==> src/mme_pkg.sv <==
// Shared constants, codes and control structs of the matrix multiply engine.
package mme_pkg;

   localparam int MAX_DIM   = 8;
   localparam int IDX_W     = $clog2(MAX_DIM);
   localparam int ADDR_W    = 2 * IDX_W;
   localparam int DEPTH     = MAX_DIM * MAX_DIM;
   localparam int DIM_W     = 4;
   localparam int FUNC_W    = 2;
   localparam int VALUE_W   = 16;
   localparam int PROD_W    = 2 * VALUE_W;
   localparam int SUM_W     = 35;
   localparam int CSR_IDX_W = 2;

   localparam logic [FUNC_W-1:0] FUNC_STORE_A = 2'd0;
   localparam logic [FUNC_W-1:0] FUNC_STORE_B = 2'd1;
   localparam logic [FUNC_W-1:0] FUNC_COMPUTE = 2'd2;

   localparam logic [CSR_IDX_W-1:0] CSR_ROWS_A    = 2'd0;
   localparam logic [CSR_IDX_W-1:0] CSR_INNER_DIM = 2'd1;
   localparam logic [CSR_IDX_W-1:0] CSR_COLS_B    = 2'd2;

   typedef struct packed {
      logic [DIM_W-1:0] rows_a;
      logic [DIM_W-1:0] inner_dim;
      logic [DIM_W-1:0] cols_b;
   } dims_type;

   typedef struct packed {
      logic              store_a;
      logic              store_b;
      logic              issue;
      logic              first;
      logic              zero;
      logic              last_k;
      logic [ADDR_W-1:0] a_addr;
      logic [ADDR_W-1:0] b_addr;
      logic              emit;
      logic [IDX_W-1:0]  emit_row;
      logic [IDX_W-1:0]  emit_col;
      logic              emit_last;
   } cmd_type;

   typedef struct packed {
      logic sum_done;
      logic out_free;
   } status_type;

endpackage

==> src/mme_if.sv <==
// Valid/ready channel interfaces for request and response transfers.
interface mme_req_if;
   logic                              valid;
   logic                              ready;
   logic [mme_pkg::FUNC_W-1:0]        func;
   logic [mme_pkg::IDX_W-1:0]         elem_row;
   logic [mme_pkg::IDX_W-1:0]         elem_col;
   logic signed [mme_pkg::VALUE_W-1:0] elem_value;

   modport source (output valid, func, elem_row, elem_col, elem_value, input ready);
   modport sink   (input valid, func, elem_row, elem_col, elem_value, output ready);
endinterface

interface mme_rsp_if;
   logic                              valid;
   logic                              ready;
   logic [mme_pkg::IDX_W-1:0]         out_row;
   logic [mme_pkg::IDX_W-1:0]         out_col;
   logic signed [mme_pkg::SUM_W-1:0]  out_value;
   logic                              last;

   modport source (output valid, out_row, out_col, out_value, last, input ready);
   modport sink   (input valid, out_row, out_col, out_value, last, output ready);
endinterface

==> src/mme_ctrl.sv <==
// Sequencer: request decode and the row/column/inner-index walk of a product run.
module mme_ctrl (
   input  logic                        clock,
   input  logic                        reset,
   input  mme_pkg::dims_type           dims,
   input  logic                        req_valid,
   input  logic [mme_pkg::FUNC_W-1:0]  req_func,
   output logic                        req_ready,
   input  mme_pkg::status_type         status,
   output mme_pkg::cmd_type            cmd
);
   import mme_pkg::*;

   typedef enum logic [1:0] {
      ST_IDLE,
      ST_MAC,
      ST_WAIT,
      ST_EMIT
   } state_type;

   state_type        state_ff, state_in;
   logic [DIM_W-1:0] i_ff, i_in;
   logic [DIM_W-1:0] j_ff, j_in;
   logic [DIM_W-1:0] k_ff, k_in;

   logic accept;
   logic zero_inner;
   logic last_k;
   logic last_col;
   logic last_row;

   assign req_ready  = (state_ff == ST_IDLE);
   assign accept     = req_valid && req_ready;
   assign zero_inner = (dims.inner_dim == '0);
   assign last_k     = zero_inner || (k_ff + DIM_W'(1) == dims.inner_dim);
   assign last_col   = (j_ff + DIM_W'(1) == dims.cols_b);
   assign last_row   = (i_ff + DIM_W'(1) == dims.rows_a);

   always_comb begin
      cmd           = '0;
      cmd.store_a   = accept && (req_func == FUNC_STORE_A);
      cmd.store_b   = accept && (req_func == FUNC_STORE_B);
      cmd.issue     = (state_ff == ST_MAC);
      cmd.first     = (k_ff == '0);
      cmd.zero      = zero_inner;
      cmd.last_k    = last_k;
      cmd.a_addr    = {i_ff[IDX_W-1:0], k_ff[IDX_W-1:0]};
      cmd.b_addr    = {k_ff[IDX_W-1:0], j_ff[IDX_W-1:0]};
      cmd.emit      = (state_ff == ST_EMIT) && status.out_free;
      cmd.emit_row  = i_ff[IDX_W-1:0];
      cmd.emit_col  = j_ff[IDX_W-1:0];
      cmd.emit_last = last_row && last_col;
   end

   always_comb begin
      state_in = state_ff;
      i_in     = i_ff;
      j_in     = j_ff;
      k_in     = k_ff;
      unique case (state_ff)
         ST_IDLE: begin
            if (accept && (req_func == FUNC_COMPUTE) &&
                (dims.rows_a != '0) && (dims.cols_b != '0)) begin
               i_in     = '0;
               j_in     = '0;
               k_in     = '0;
               state_in = ST_MAC;
            end
         end
         ST_MAC: begin
            if (last_k) begin
               state_in = ST_WAIT;
            end else begin
               k_in = k_ff + DIM_W'(1);
            end
         end
         ST_WAIT: begin
            if (status.sum_done) begin
               state_in = ST_EMIT;
            end
         end
         ST_EMIT: begin
            if (status.out_free) begin
               k_in = '0;
               if (last_col && last_row) begin
                  state_in = ST_IDLE;
               end else if (last_col) begin
                  j_in     = '0;
                  i_in     = i_ff + DIM_W'(1);
                  state_in = ST_MAC;
               end else begin
                  j_in     = j_ff + DIM_W'(1);
                  state_in = ST_MAC;
               end
            end
         end
         default: state_in = ST_IDLE;
      endcase
   end

   always_ff @(posedge clock) begin
      if (reset) begin
         state_ff <= ST_IDLE;
         i_ff     <= '0;
         j_ff     <= '0;
         k_ff     <= '0;
      end else begin
         state_ff <= state_in;
         i_ff     <= i_in;
         j_ff     <= j_in;
         k_ff     <= k_in;
      end
   end

endmodule

==> src/mme_datapath.sv <==
// Element stores, multiply-accumulate pipeline and response output register.
module mme_datapath (
   input  logic                                clock,
   input  logic                                reset,
   input  mme_pkg::cmd_type                    cmd,
   output mme_pkg::status_type                 status,
   input  logic [mme_pkg::IDX_W-1:0]           store_row,
   input  logic [mme_pkg::IDX_W-1:0]           store_col,
   input  logic signed [mme_pkg::VALUE_W-1:0]  store_value,
   mme_rsp_if.source                           rsp_chan
);
   import mme_pkg::*;

   logic signed [VALUE_W-1:0] a_mem [DEPTH];
   logic signed [VALUE_W-1:0] b_mem [DEPTH];

   logic signed [VALUE_W-1:0] a_rd_ff, b_rd_ff;
   logic                      s1_valid_ff, s1_first_ff, s1_zero_ff, s1_last_ff;
   logic signed [PROD_W-1:0]  prod_ff;
   logic                      s2_valid_ff, s2_first_ff, s2_last_ff;
   logic signed [SUM_W-1:0]   acc_ff, acc_in;
   logic                      done_ff;

   logic                      rsp_valid_ff;
   logic [IDX_W-1:0]          rsp_row_ff, rsp_col_ff;
   logic signed [SUM_W-1:0]   rsp_value_ff;
   logic                      rsp_last_ff;

   logic [ADDR_W-1:0]         store_addr;

   assign store_addr = {store_row, store_col};

   always_ff @(posedge clock) begin
      if (cmd.store_a) begin
         a_mem[store_addr] <= store_value;
      end
      if (cmd.store_b) begin
         b_mem[store_addr] <= store_value;
      end
      if (cmd.issue) begin
         a_rd_ff <= a_mem[cmd.a_addr];
         b_rd_ff <= b_mem[cmd.b_addr];
      end
   end

   always_ff @(posedge clock) begin
      if (reset) begin
         s1_valid_ff <= 1'b0;
         s2_valid_ff <= 1'b0;
         done_ff     <= 1'b0;
      end else begin
         s1_valid_ff <= cmd.issue;
         s2_valid_ff <= s1_valid_ff;
         done_ff     <= s2_valid_ff && s2_last_ff;
      end
   end

   always_comb begin
      acc_in = s2_first_ff ? '0 : acc_ff;
      acc_in = acc_in + {{(SUM_W-PROD_W){prod_ff[PROD_W-1]}}, prod_ff};
   end

   always_ff @(posedge clock) begin
      s1_first_ff <= cmd.first;
      s1_zero_ff  <= cmd.zero;
      s1_last_ff  <= cmd.last_k;
      s2_first_ff <= s1_first_ff;
      s2_last_ff  <= s1_last_ff;
      prod_ff     <= s1_zero_ff ? '0 : PROD_W'(a_rd_ff * b_rd_ff);
      if (s2_valid_ff) begin
         acc_ff <= acc_in;
      end
   end

   always_ff @(posedge clock) begin
      if (reset) begin
         rsp_valid_ff <= 1'b0;
      end else if (cmd.emit) begin
         rsp_valid_ff <= 1'b1;
      end else if (rsp_chan.ready) begin
         rsp_valid_ff <= 1'b0;
      end
   end

   always_ff @(posedge clock) begin
      if (cmd.emit) begin
         rsp_row_ff   <= cmd.emit_row;
         rsp_col_ff   <= cmd.emit_col;
         rsp_value_ff <= acc_ff;
         rsp_last_ff  <= cmd.emit_last;
      end
   end

   assign status.sum_done = done_ff;
   assign status.out_free = !rsp_valid_ff || rsp_chan.ready;

   assign rsp_chan.valid     = rsp_valid_ff;
   assign rsp_chan.out_row   = rsp_row_ff;
   assign rsp_chan.out_col   = rsp_col_ff;
   assign rsp_chan.out_value = rsp_value_ff;
   assign rsp_chan.last      = rsp_last_ff;

   emit_needs_room: assert property (@(posedge clock) disable iff (reset)
      cmd.emit |-> (!rsp_valid_ff || rsp_chan.ready))
      else $error("result loaded over a pending transfer");

   sum_after_last_issue: assert property (@(posedge clock) disable iff (reset)
      (cmd.issue && cmd.last_k) |-> ##3 done_ff)
      else $error("accumulation did not finish three cycles after final issue");

   done_pipe_empty: assert property (@(posedge clock) disable iff (reset)
      done_ff |-> (!s2_valid_ff && !s1_valid_ff))
      else $error("new issue overlapped a finished sum");

endmodule

==> src/matrix_multiply_engine_top.sv <==
// Top level of the matrix multiply engine: size registers and unit wiring.
//
// Usage:
//   req_chan carries one item per transfer: func 0 stores elem_value into
//   A(elem_row, elem_col), func 1 into B(elem_row, elem_col), func 2 starts a
//   product run, func 3 is dropped. Stores are taken back to back. A product
//   run emits rows_a * cols_b transfers on rsp_chan in row-major order, last
//   set on the final one; req_chan is not ready during the run.
//   Each product element takes inner_dim inner steps (one for inner_dim of
//   zero), one inner step per cycle through the single shared
//   multiply-accumulate pipeline (registered store read, multiply,
//   accumulate); the pipeline then drains and the sum is loaded into the
//   output register.
//   csr_we writes rows_a, inner_dim or cols_b (index 0, 1, 2), clamped to 8;
//   write only while idle. Reset sets all sizes to 8 and clears the control
//   state; store contents stay undefined until written.
//   A stalled receiver holds the result in the output register; the run
//   computes the next element, then pauses until the transfer completes.
module matrix_multiply_engine_top (
   input  logic                            clock,
   input  logic                            reset,
   mme_req_if.sink                         req_chan,
   mme_rsp_if.source                       rsp_chan,
   input  logic                            csr_we,
   input  logic [mme_pkg::CSR_IDX_W-1:0]   csr_index,
   input  logic [mme_pkg::DIM_W-1:0]       csr_wdata
);
   import mme_pkg::*;

   dims_type         dims_ff;
   logic [DIM_W-1:0] clamped;
   cmd_type          cmd;
   status_type       status;
   logic             ctrl_ready;

   assign clamped = (csr_wdata > DIM_W'(MAX_DIM)) ? DIM_W'(MAX_DIM) : csr_wdata;

   always_ff @(posedge clock) begin
      if (reset) begin
         dims_ff.rows_a    <= DIM_W'(MAX_DIM);
         dims_ff.inner_dim <= DIM_W'(MAX_DIM);
         dims_ff.cols_b    <= DIM_W'(MAX_DIM);
      end else if (csr_we) begin
         unique case (csr_index)
            CSR_ROWS_A:    dims_ff.rows_a    <= clamped;
            CSR_INNER_DIM: dims_ff.inner_dim <= clamped;
            CSR_COLS_B:    dims_ff.cols_b    <= clamped;
            default: ;
         endcase
      end
   end

   assign req_chan.ready = ctrl_ready;

   mme_ctrl u_ctrl (
      .clock     (clock),
      .reset     (reset),
      .dims      (dims_ff),
      .req_valid (req_chan.valid),
      .req_func  (req_chan.func),
      .req_ready (ctrl_ready),
      .status    (status),
      .cmd       (cmd)
   );

   mme_datapath u_datapath (
      .clock       (clock),
      .reset       (reset),
      .cmd         (cmd),
      .status      (status),
      .store_row   (req_chan.elem_row),
      .store_col   (req_chan.elem_col),
      .store_value (req_chan.elem_value),
      .rsp_chan    (rsp_chan)
   );

endmodule
==> src/flat_wrapper.sv <==
// flat-port wrapper written by rule: the top's interface ports become plain ports
module matrix_multiply_engine_top_flat import mme_pkg::*;
  (clock, reset, csr_we, csr_index, csr_wdata, req_chan_valid, req_chan_func, req_chan_elem_row, req_chan_elem_col, req_chan_elem_value, req_chan_ready, rsp_chan_valid, rsp_chan_out_row, rsp_chan_out_col, rsp_chan_out_value, rsp_chan_last, rsp_chan_ready);
  mme_req_if req_chan_i ();
  mme_rsp_if rsp_chan_i ();
  input  logic clock;
  input  logic reset;
  input  logic csr_we;
  input  logic [mme_pkg::CSR_IDX_W-1:0] csr_index;
  input  logic [mme_pkg::DIM_W-1:0] csr_wdata;
  input wire logic [$bits(req_chan_i.valid)-1:0] req_chan_valid;
  input wire logic [$bits(req_chan_i.func)-1:0] req_chan_func;
  input wire logic [$bits(req_chan_i.elem_row)-1:0] req_chan_elem_row;
  input wire logic [$bits(req_chan_i.elem_col)-1:0] req_chan_elem_col;
  input wire logic [$bits(req_chan_i.elem_value)-1:0] req_chan_elem_value;
  output wire logic [$bits(req_chan_i.ready)-1:0] req_chan_ready;
  output wire logic [$bits(rsp_chan_i.valid)-1:0] rsp_chan_valid;
  output wire logic [$bits(rsp_chan_i.out_row)-1:0] rsp_chan_out_row;
  output wire logic [$bits(rsp_chan_i.out_col)-1:0] rsp_chan_out_col;
  output wire logic [$bits(rsp_chan_i.out_value)-1:0] rsp_chan_out_value;
  output wire logic [$bits(rsp_chan_i.last)-1:0] rsp_chan_last;
  input wire logic [$bits(rsp_chan_i.ready)-1:0] rsp_chan_ready;
  assign req_chan_i.valid = req_chan_valid;
  assign req_chan_i.func = req_chan_func;
  assign req_chan_i.elem_row = req_chan_elem_row;
  assign req_chan_i.elem_col = req_chan_elem_col;
  assign req_chan_i.elem_value = req_chan_elem_value;
  assign req_chan_ready = req_chan_i.ready;
  assign rsp_chan_valid = rsp_chan_i.valid;
  assign rsp_chan_out_row = rsp_chan_i.out_row;
  assign rsp_chan_out_col = rsp_chan_i.out_col;
  assign rsp_chan_out_value = rsp_chan_i.out_value;
  assign rsp_chan_last = rsp_chan_i.last;
  assign rsp_chan_i.ready = rsp_chan_ready;
  matrix_multiply_engine_top u_core (.clock(clock), .reset(reset), .req_chan(req_chan_i), .rsp_chan(rsp_chan_i), .csr_we(csr_we), .csr_index(csr_index), .csr_wdata(csr_wdata));
endmodule
==> config.mk <==
export PLATFORM = sky130hd
export DESIGN_NAME = matrix_multiply_engine_top_flat
export DESIGN_NICKNAME = d
export VERILOG_FILES = /design/src/mme_pkg.sv /design/src/mme_if.sv /design/src/mme_ctrl.sv /design/src/mme_datapath.sv /design/src/matrix_multiply_engine_top.sv /design/src/flat_wrapper.sv
export SDC_FILE = /design/constraint.sdc
export NUM_CORES = 2
export LEC_CHECK = 0
export BUFFER_PORTS_ARGS = -buffer_cell sky130_fd_sc_hd__clkbuf_2
export CAP_MARGIN = 20
export CORE_ASPECT_RATIO = 0.75
export CORE_MARGIN = 10
export CORE_UTILIZATION = 40
export CTS_CLUSTER_SIZE = 12
export DETAILED_ROUTE_END_ITERATION = 10
export GPL_TIMING_DRIVEN = 0
export SYNTH_ARGS = -nofsm -noshare
export SYNTH_HDL_FRONTEND = slang
export SYNTH_SLANG_ARGS = --single-unit
==> constraint.sdc <==
create_clock -name clock -period 19.05 [get_ports clock]
set_input_delay 1.905 -clock clock [delete_from_list [all_inputs] [get_ports clock]]
set_output_delay 1.905 -clock clock [all_outputs]
set_load 0.02 [all_outputs]
==> reports/metrics.cfg <==
[run_status]
status=complete, no violations

[layout]
nets=5622
utilization=0.4576
ff_latch_area_mm2=0.06611
fillers=19890
multiInputGateArea_mm2=0.02758
final_cell_mix=2157 x edfxtp_1, 672 x mux4_2, 314 x inv_1, 263 x fa_1, 222 x clkbuf_16
drive_gt1_frac=0.2539
final_common_cell=edfxtp_1
area_delta_synth_final_pct=13.97

[logic_synthesis]
netlist.area_leader.share=0.6784
synth_nets=5188
synth_area_mm2=0.09547
ys_ff_latch=2224
yosysSeqAreaShare=0.6925
synthCells=4766
yosysWarnings=0
synth.largest_area_cell=edfxtp_1
synth_area_per_cell_um2=20.03
synth_top_flop_cell=edfxtp_1
async_flop_share=0
synth_area_leaders=edfxtp_1 68%, mux4_2 16%, fa_1 5.5%, ha_1 1.6%, dfxtp_1 1.4%
synth_edf_count=2157
ys_types=67

[clock_tree]
postCtsSetupBuffers=0
cts-resized-gates=0
cts_root_buffer=clkbuf_16
clk_pin_slew_ps=60
ctsHtreeMaxLevel=4
clock_latency_ps=900
clockBufferDepth=4
postCtsHoldBufs=0
cts_tree=done
cts_made_buffers=221
clock-sinks=2224

[timing]
fmax_ghz=0.1410
fin_crit_ps=7090
finalHoldViolCount=0
slew_viol_final=0
layout_worst_path_cycle_share=0.3722
worst_slew_pin_slew_ps=1214
setup-violations-final=0
layout_setup_ws_ps=11960
rsz0062_at_grt=no
max_slew_margin=0.1906
final.setup_skew_ps=126.2
setup_tns_ps=0

[route]
wirelength_um=246000
post-route-drc-count=0
drt_iter0_drc=5471
wl_per_cell_um=29.14
drt-pass1-iter-count=6
dr_total_vias=47590
vias_per_cell=5.637
ant_nets=0

[floorplan]
core_mm2=0.2378
design.portCount=79
die_w_um=584.1
start_util=0.4015
dieArea_mm2=0.2588
die_h_um=443.1
rows=155

[place]
io_buffers=74
place_congestion=0.9006
dp_hpwl_um=169300
pre_cts_ws_ps=12020

[global_route]
grt_pass1_wl_um=353700
grt_max_degree=129
track_usage=0.1872
grt_pass1_vias=47760
antenna_found_initial=28
overflow=0

[worst_setup_path]
end_kind=flop
crit_arrival_ps=7770
rr_worst_depth=21
crit_path_start_kind=flop
worstSetupStartpoint=u_core.u_datapath.a_rd_ff[12]
rrSetupSlack_ps=11960
crit_type=flop to flop
path_max_fanout=10
timing.rr.start=u_core.u_datapath.a_rd_ff[12]
critical_path.endpoint=u_core.u_datapath.prod_ff[30]
cp.required_ps=19730
reg2reg_to=u_core.u_datapath.prod_ff[30]

[run]
maxCapViolCount=0

[min_path]
hp-class=flop to flop

-- cell type report --
cell class	instances	area share
buffer	210	0.008647
sequential	2224	0.6076
antenna	5	0.0001150
clock inverter	29	0.002656
tap	3140	0.03611
inverter	314	0.01083
multi-input combinational	2018	0.2535
timing repair buffer	211	0.02671
clock buffer	292	0.05384
-- synthesized netlist by cell type, types with 25 or more instances --
cell type  instances
o21ai_0           37
nor2b_1           59
buf_1             25
clkbuf_1         119
and2_1           135
xnor2_1           51
nand2_1          176
nor2_1           225
dfxtp_1           67
a21oi_1           54
inv_1            314
ha_1             124
xor2_1            27
buf_2             52
edfxtp_1        2157
fa_1             263
mux4_2           672
-- worst max-delay path, stage by stage, from the launching register on --
cell      delay, ps
edfxtp_1        570
clkbuf_1        530
nand2_1         150
fa_1            560
fa_1            540
fa_1            570
inv_1            80
fa_1            520
fa_1            490
inv_1            50
fa_1            470
inv_1            40
ha_1            330
a21o_1          180
a21oi_1         180
nor2_1           90
nor4_1          390
a211oi_1        220
o41ai_1         600
a22oi_1         160
xnor2_1         180
nor2_1           50
-- worst min-delay path by stage --
stage / from / endpoint / slack (ps) / cells after the start
finish: u_core.u_datapath.s1_last_ff / u_core.u_datapath.s2_last_ff / 370 / 0
global route: u_core.u_datapath.s1_last_ff / u_core.u_datapath.s2_last_ff / 370 / 0
CTS: u_core.u_datapath.s1_last_ff / u_core.u_datapath.s2_last_ff / 350 / 0
global placement: u_core.u_datapath.s1_last_ff / u_core.u_datapath.s2_last_ff / 310 / 0
detailed placement: u_core.u_datapath.s1_last_ff / u_core.u_datapath.s2_last_ff / 320 / 0
floorplan: u_core.u_datapath.s1_first_ff / u_core.u_datapath.s2_first_ff / 310 / 0
-- logic make-up (layout without fill, tap and decap cells) --
logic type / count (synthesis) / in the layout / share of synthesized area
AOI/OAI and AO/OA: 179 / 179 / 0.01254
xor gates and xnor gates: 78 / 78 / 0.007156
adders and majority gates: 387 / 387 / 0.07140
buffers and inverters: 524 / 1056 / 0.02211
DFF: 2224 / 2224 / 0.6925
muxes: 685 / 685 / 0.1599
other: 0 / 5 / 0
and+or+nand+nor: 689 / 689 / 0.03440
-- metal layers --
metal	part of all wire	track usage	vias to the layer above	wire length (um)
li1	-	-	19560	-
met1	0.44	0.2820	25530	107100
met2	0.44	0.2719	2094	107500
met3	0.10	0.04841	393	24670
met4	0.027	0.04652	16	6554
met5	0.00047	0	-	115
-- metrics by stage --
step	hold slack [ps]	std cells	cell area (um2)
finish	368.2	8443	108800
global route	368.8	8439	108800
CTS	354.1	8432	108700
detailed placement	320.0	8111	102600
global placement	309.6	7980	99770
floorplan	309.6	4766	95470
-- registers in the layout, indices dropped and copies added (netlist names), 2 cells and up --
signal,flops
u_core.dims_ff,12
u_core.u_ctrl.i_ff,4
u_core.u_ctrl.j_ff,4
u_core.u_ctrl.k_ff,4
u_core.u_ctrl.state_ff,2
u_core.u_datapath.a_mem,1024
u_core.u_datapath.a_rd_ff,16
u_core.u_datapath.acc_ff,35
u_core.u_datapath.b_mem,1024
u_core.u_datapath.b_rd_ff,16
u_core.u_datapath.prod_ff,32
u_core.u_datapath.rsp_chan.out_col,3
u_core.u_datapath.rsp_chan.out_row,3
u_core.u_datapath.rsp_chan.out_value,35
Power is not shown: default switching activity piles up to over one toggle a cycle in this logic, so the estimate is an artifact.
